--- src/rtl/adu_pkg.sv ---
// adu_pkg: shared types, mode codes and constants of the activation unit
// no dependencies; used by every rtl module of the block, not by the two interfaces
package adu_pkg;

  // default fraction width of the value and activation fields
  localparam int unsigned FRAC_BITS = 16;

  // exponential series and divider sizing
  localparam int unsigned EXP_TERMS = 14;
  localparam int unsigned RED_STEPS = 3;
  localparam int unsigned QW        = 31;
  localparam int unsigned DIV_W     = 64;

  localparam logic [37:0] LN2_Q32  = 38'd2977044472;
  localparam logic [16:0] DER_ONE  = 17'd65536;
  localparam logic [9:0]  LEAK_NUM = 10'd655;

  typedef enum logic [2:0] {
    MODE_SIGMOID   = 3'd0,
    MODE_RELU      = 3'd1,
    MODE_LINEAR    = 3'd2,
    MODE_THRESHOLD = 3'd3,
    MODE_LEAKY     = 3'd4,
    MODE_TANH      = 3'd5
  } mode_e;

  // per-item side data that travels alongside the arithmetic
  typedef struct packed {
    mode_e       mode;
    logic        neg;
    logic        sat;
    logic [5:0]  n;
    logic [31:0] act;
    logic [16:0] der;
  } side_t;

endpackage

--- src/rtl/adu_reduce.sv ---
// adu_reduce: range reduction a = n*ln2 + r, two quotient bits per stage
// depends on adu_pkg
module adu_reduce (
  input  logic            clk_i,
  input  logic            rst_ni,
  input  logic            adv_i,
  input  logic            vld_i,
  input  logic [36:0]     a_i,
  input  adu_pkg::side_t  side_i,
  output logic            vld_o,
  output logic [31:0]     r_o,
  output adu_pkg::side_t  side_o
);

  localparam int unsigned NS = adu_pkg::RED_STEPS;

  logic [36:0]    rem_q  [NS];
  logic [5:0]     n_q    [NS];
  logic           vld_q  [NS];
  adu_pkg::side_t side_q [NS];

  for (genvar s = 0; s < NS; s++) begin : g_st
    localparam int unsigned HI = 5 - 2 * s;
    localparam int unsigned LO = 4 - 2 * s;
    localparam logic [37:0] LS_HI = adu_pkg::LN2_Q32 << HI;
    localparam logic [37:0] LS_LO = adu_pkg::LN2_Q32 << LO;

    logic [36:0]    rin;
    logic [5:0]     nin;
    logic           vin;
    adu_pkg::side_t sin;
    logic [36:0]    rem_d;
    logic [5:0]     n_d;

    if (s == 0) begin : g_first
      assign rin = a_i;
      assign nin = 6'd0;
      assign vin = vld_i;
      assign sin = side_i;
    end else begin : g_next
      assign rin = rem_q[s-1];
      assign nin = n_q[s-1];
      assign vin = vld_q[s-1];
      assign sin = side_q[s-1];
    end

    // two restoring compare-subtract steps
    always_comb begin
      logic [36:0] r1;
      logic [5:0]  n1;
      r1 = rin;
      n1 = nin;
      if (38'(r1) >= LS_HI) begin
        r1 = r1 - LS_HI[36:0];
        n1[HI] = 1'b1;
      end
      if (38'(r1) >= LS_LO) begin
        r1 = r1 - LS_LO[36:0];
        n1[LO] = 1'b1;
      end
      rem_d = r1;
      n_d   = n1;
    end

    always_ff @(posedge clk_i or negedge rst_ni) begin
      if (!rst_ni) begin
        vld_q[s] <= 1'b0;
      end else if (adv_i) begin
        vld_q[s] <= vin;
      end
    end

    always_ff @(posedge clk_i) begin
      if (adv_i) begin
        rem_q[s]  <= rem_d;
        n_q[s]    <= n_d;
        side_q[s] <= sin;
      end
    end
  end

  // remainder is below ln2 and fits 32 bits
  always_comb begin
    side_o   = side_q[NS-1];
    side_o.n = n_q[NS-1];
  end
  assign vld_o = vld_q[NS-1];
  assign r_o   = rem_q[NS-1][31:0];

endmodule

--- config.mk ---
export PLATFORM = sky130hd
export DESIGN_NAME = adu_reduce
export DESIGN_NICKNAME = d
export VERILOG_FILES = /design/src/rtl/adu_pkg.sv /design/src/rtl/adu_reduce.sv
export SDC_FILE = /design/constraint.sdc
export NUM_CORES = 1
export LEC_CHECK = 0
export BUFFER_PORTS_ARGS = -buffer_cell sky130_fd_sc_hd__buf_2
export CAP_MARGIN = 20
export CORE_MARGIN = 8
export CORE_UTILIZATION = 40
export CTS_BUF_LIST = sky130_fd_sc_hd__clkbuf_16
export DETAILED_ROUTE_END_ITERATION = 8
export SKIP_CTS_REPAIR_TIMING = 1
export SLEW_MARGIN = 20
export SYNTH_ARGS = -nofsm -noshare
export SYNTH_HDL_FRONTEND = slang
export SYNTH_SLANG_ARGS = --single-unit
--- constraint.sdc ---
create_clock -name clk_i -period 9.1 [get_ports clk_i]
set_input_delay 1.82 -clock clk_i [delete_from_list [all_inputs] [get_ports clk_i]]
set_output_delay 1.82 -clock clk_i [all_outputs]
set_load 0.01 [all_outputs]
# Word-level counts from Yosys, hierarchy flattened

Memory sizes are Yosys's and may differ from the RTL's.
Cells that the tools add are included.

Bits in registers: 3
Bits in latches: 0
Memory bits (writable): 309
ROM bits: 0
Input port bits: 101
Word-level logic and storage cells: 32
Memories kept: 3

Add/subtract/negate cells: 6
Multipliers: 0
Div/mod/pow operators: 0
Magnitude comparators: 6
Equality and inequality tests: 0
Shift operators: 0
Mux-type cells: 14
Bitwise gates (word level): 0
Reduce and logical (&&, ||, !) cells: 0

Memories:

| name   | depth | width | rd ports | clocked after memory_dff | wr ports | line             | source |
|---|---|---|---|---|---|---|---|
| side_q | 3     | 60    | 3        | 0                        | 3        | adu_reduce.sv:20 | `adu_pkg::side_t side_q [NS];` |
| rem_q  | 3     | 37    | 3        | 0                        | 3        | adu_reduce.sv:17 | `logic [36:0] rem_q [NS];` |
| n_q    | 3     | 6     | 3        | 0                        | 3        | adu_reduce.sv:18 | `logic [5:0] n_q [NS];` |

Operators by type and width:

| kind                                                                                   | number |
|---|---|
| 37-bit two-way mux                                                                     | 6 |
| 37-bit by 32-bit greater-or-equal comparator with 1-bit output (second input constant) | 1 |
| 37-bit by 33-bit greater-or-equal comparator with 1-bit output (second input constant) | 1 |
| 37-bit by 34-bit greater-or-equal comparator with 1-bit output (second input constant) | 1 |
| 37-bit by 35-bit greater-or-equal comparator with 1-bit output (second input constant) | 1 |
| 37-bit by 36-bit greater-or-equal comparator with 1-bit output (second input constant) | 1 |
| 37-bit greater-or-equal comparator (second input constant)                             | 1 |
| 37-bit by 32-bit subtractor with 37-bit output (second input constant)                 | 1 |
| 37-bit by 33-bit subtractor with 37-bit output (second input constant)                 | 1 |
| 37-bit by 34-bit subtractor with 37-bit output (second input constant)                 | 1 |
| 37-bit by 35-bit subtractor with 37-bit output (second input constant)                 | 1 |
| 37-bit by 36-bit subtractor with 37-bit output (second input constant)                 | 1 |
| 37-bit subtractor (second input constant)                                              | 1 |
| 1-bit two-way mux                                                                      | 8 |

# Depth between registers and ports, before layout

An unclocked memory read counts as a cell.

Word-level depth: 5
Mapped depth: 21

# Worst setup path after synthesis

Ideal clock, no wire load.

Path kind: input -> register
From: in a_i[25]
To: mem rem_q[0][18] (data pin)
Setup time: 0.261 ns
Arrival time: 6.196 ns
Required time: 8.839 ns
Slack: 2.643 ns
Stages: 20
Path buffers: 3
Cell sequence: buf_2 -> nand3_1 -> or4_1 -> o41a_1 -> a21boi_4 -> buf_2 -> buf_1 -> xnor2_1 -> ha_1 -> nand3_1 -> or2_2 -> or4_1 -> a311oi_1 -> o21ai_0 -> a21oi_1 -> a21boi_4 -> inv_2 -> nand3_1 -> and2_1 -> a311o_1

RTL lines:

| what        | line             | source |
|---|---|---|
| from (decl) | adu_reduce.sv:8  | `input logic [36:0] a_i,` |
| to (decl)   | adu_reduce.sv:17 |  |

==> reports/summary.txt <==
Synth Flop Type -> edfxtp_1
adder-cell share of the synthesized area -> 0.480%
initial antenna violation count -> 0
Antenna diodes -> 0
DR vias -> 11200
synth unique cells -> 99
post-DR wirelength/cell -> 16.7 um
maximum VDD drop -> 0.157 mV
Synth async-reset ratio -> 1.06%
Placement Rows -> 72
first-pass GRT wire length -> 55000 um
clock skew -> 0.0166 ns
design area -> 0.0178 mm^2
library cell with the highest instance count after synthesis -> edfxtp_1
Routed WL -> 34700 um
core box area -> 0.0386 mm^2
Final Hold Fails -> 0
Die H -> 214 um
die width -> 214 um
final setup fails -> 0
grt ovf -> 0
via density per instance -> 5.39
Seq cells post-synth -> 283
FF-to-FF path depth -> 14
Setup TNS Final -> 0 ns
Post-DP Area -> 0.0169 mm^2
simple-gate share of the synthesized area -> 16.5%
Initial Util -> 40.4%
final worst path period share -> 73.2%
status -> completed
reg2reg start -> rem_q[0][19]$_DFFE_PP_
Sink Count -> 283
DRC -> 0
DPL Wire Length -> 25800 um
Area Growth Syn to Fin -> 13.7%
GP Congestion -> 0.888
Rel. slew slack -> 29.0%
worst-skew pair later-pin latency -> 0.57 ns
Slew Viols, Final -> 0
Startpoint Class -> primary input
CTS tree -> yes
antenna viol nets, final -> 0
Synth top area share -> 53.8%
worst r2r dst -> rem_q[0][45]$_DFFE_PP_
CTS buffer count -> 29
Post-synth EDFFs -> 280
depth of the CTS H-tree -> 1
vias in the first global route -> 10700
XOR/XNOR share of the synthesized area -> 8.74%
PortBufs -> 187
Worst setup EP type -> flip-flop
mux share of post-synthesis cell area -> 1.35%
Hold Path Origin -> side_q[0][44]$_DFFE_PP_
sequential element share of the synthesized area -> 54.3%
drt pass-1 iters -> 7
Syn Nets -> 1499
largest family of logic cells by synthesized area -> simple AND/OR/NAND/NOR gates
hold endpoint -> side_q[0][104]$_DFFE_PP_
P_leak -> 6.26 nW
max cap viols -> 0
CP Data Required Time -> 9.41 ns
Arrival @ worst endpoint -> 6.97 ns
RSZ-0062 raised after global routing -> false
Synth Area in Compound Gates -> 15.6%
Slew @ Worst Pin -> 1.05 ns
clk slew on worst S/H paths -> 0.06 ns
post-synth top area cell -> edfxtp_1
Reg2Reg Setup Slack -> 3.30 ns
clock buffer depth -> 3
Max Clk Rate -> 150 MHz
Initial DRC Count -> 834
layout cell share with drive strength beyond 1 -> 18.4%
GRT Total Usage -> 14.5%
CP max FO -> 20
Clock Tree Root -> clkbuf_16
Post-Synthesis Cells -> 1392
syn_area_per_cell -> 11.2 um^2
# IOs -> 194
Final min period -> 6.66 ns
largest net degree at the start of global routing -> 140
power density cells -> 236 mW/mm^2
top cells by area, synth -> edfxtp_1 (54%), xnor2_1 (5.7%), xor2_1 (3.0%), nand2_1 (2.9%), nor2_1 (2.5%)
die area -> 0.0456 mm^2
Hold Crit Class -> flip-flop to flip-flop
Synth top cells by count -> edfxtp_1 (280), nand2_1 (121), nor2_1 (106)
mapped cell area -> 0.0156 mm^2
Hold Crit Depth -> 0
Yosys Warn Count -> 0
fin nets -> 1645
kind of critical path -> primary input to flip-flop
per-stage QoR:
| step | util, % | cells | total power [W] | hold WS (ns) | worst slack, ns |
|---|---|---|---|---|---|
| finish | 46.0 | 2076 | 0.00420 | 0.410 | 2.44 |
| global route | 46.0 | 2076 | 0.00445 | 0.412 | 1.93 |
| CTS | 46.0 | 2076 | 0.00424 | 0.407 | 2.29 |
| detailed placement | 43.7 | 2025 | 0.00313 | 0.405 | 1.71 |
| global placement | 43.7 | 2025 | 0.00310 | 0.400 | 1.77 |
| floorplan | - | 1392 | 0.00280 | 0.400 | 2.64 |
registers in the layout, indices dropped and copies added (netlist names):
name	cells
side_q	162
vld_o	1
g_st.vin	2
rem_q	106
n_q	12
final cells by class:
type                       count  area, um^2
tap                          518         648
inverter                      26         100
timing repair buffer         193         991
clock inverter                22         163
fill                        3597       20900
clock buffer                  29         726
multi-input combinational   1005        6660
sequential                   283        8480
placed cells by master, fill, tap and decap left out, types with 16 or more instances in the layout:
cell type / n
nor3_1: 41
nand2_1: 121
inv_1: 31
o211ai_1: 18
nor2_1: 106
edfxtp_1: 280
o31ai_1: 18
xnor2_1: 102
buf_2: 186
a211oi_1: 20
a21oi_1: 47
nand3_1: 51
clkbuf_16: 29
o21ai_0: 54
xor2_1: 54
nand4_1: 16
power by group:
part           switching, W  internal, W  leakage [nW]
registers          0.000169      0.00171          2.77
logic              0.000705     0.000513          3.03
clock network      0.000470     0.000633         0.465
metal layers:
| metal | global-route usage [%] | share of wire, % |
|---|---|---|
| met1 | 19.5 | 45 |
| met2 | 24.3 | 48 |
| met3 | 2.00 | 4.7 |
| met4 | 3.88 | 2.0 |
| met5 | 0 | 0 |
kinds of logic after synthesis:
group                    after synthesis
AO/OA/AOI/OAI                        328
XOR/XNOR                             156
adder cells (fa/ha/maj)                6
buffers and inverters                104
flip-flops                           283
multiplexers                          20
AND/OR/NAND/NOR                      495
worst max path at each step:
stage             from  slack (ns)  cells past startpoint                endpoint
6_report        a_i[2]        2.44                     18  rem_q[0][18]$_DFFE_PP_
5_1_grt         a_i[2]        1.93                     18  rem_q[0][18]$_DFFE_PP_
4_1_cts         a_i[2]        2.29                     18  rem_q[0][18]$_DFFE_PP_
3_5_place_dp    a_i[2]        1.71                     18  rem_q[0][18]$_DFFE_PP_
3_3_place_gp    a_i[2]        1.77                     18  rem_q[0][18]$_DFFE_PP_
2_1_floorplan  a_i[25]        2.64                     20  rem_q[0][18]$_DFFE_PP_
critical path, stage by stage:
cell and delay [ns]:
buf_2 0.11, nor4_1 0.74, nand4_1 0.25, o41a_1 0.53, a21boi_4 0.18, xnor2_1 0.22, ha_1 0.22, nand3_1 0.16
a2111oi_0 0.51, nand3b_1 0.17, a311oi_1 0.33, o21ai_0 0.16, a21oi_1 0.41, a21boi_4 0.20, inv_2 0.29, nand3_1 0.13
and2_1 0.18, a311o_1 0.35
No activity file was read; power rests on OpenSTA's default activity.
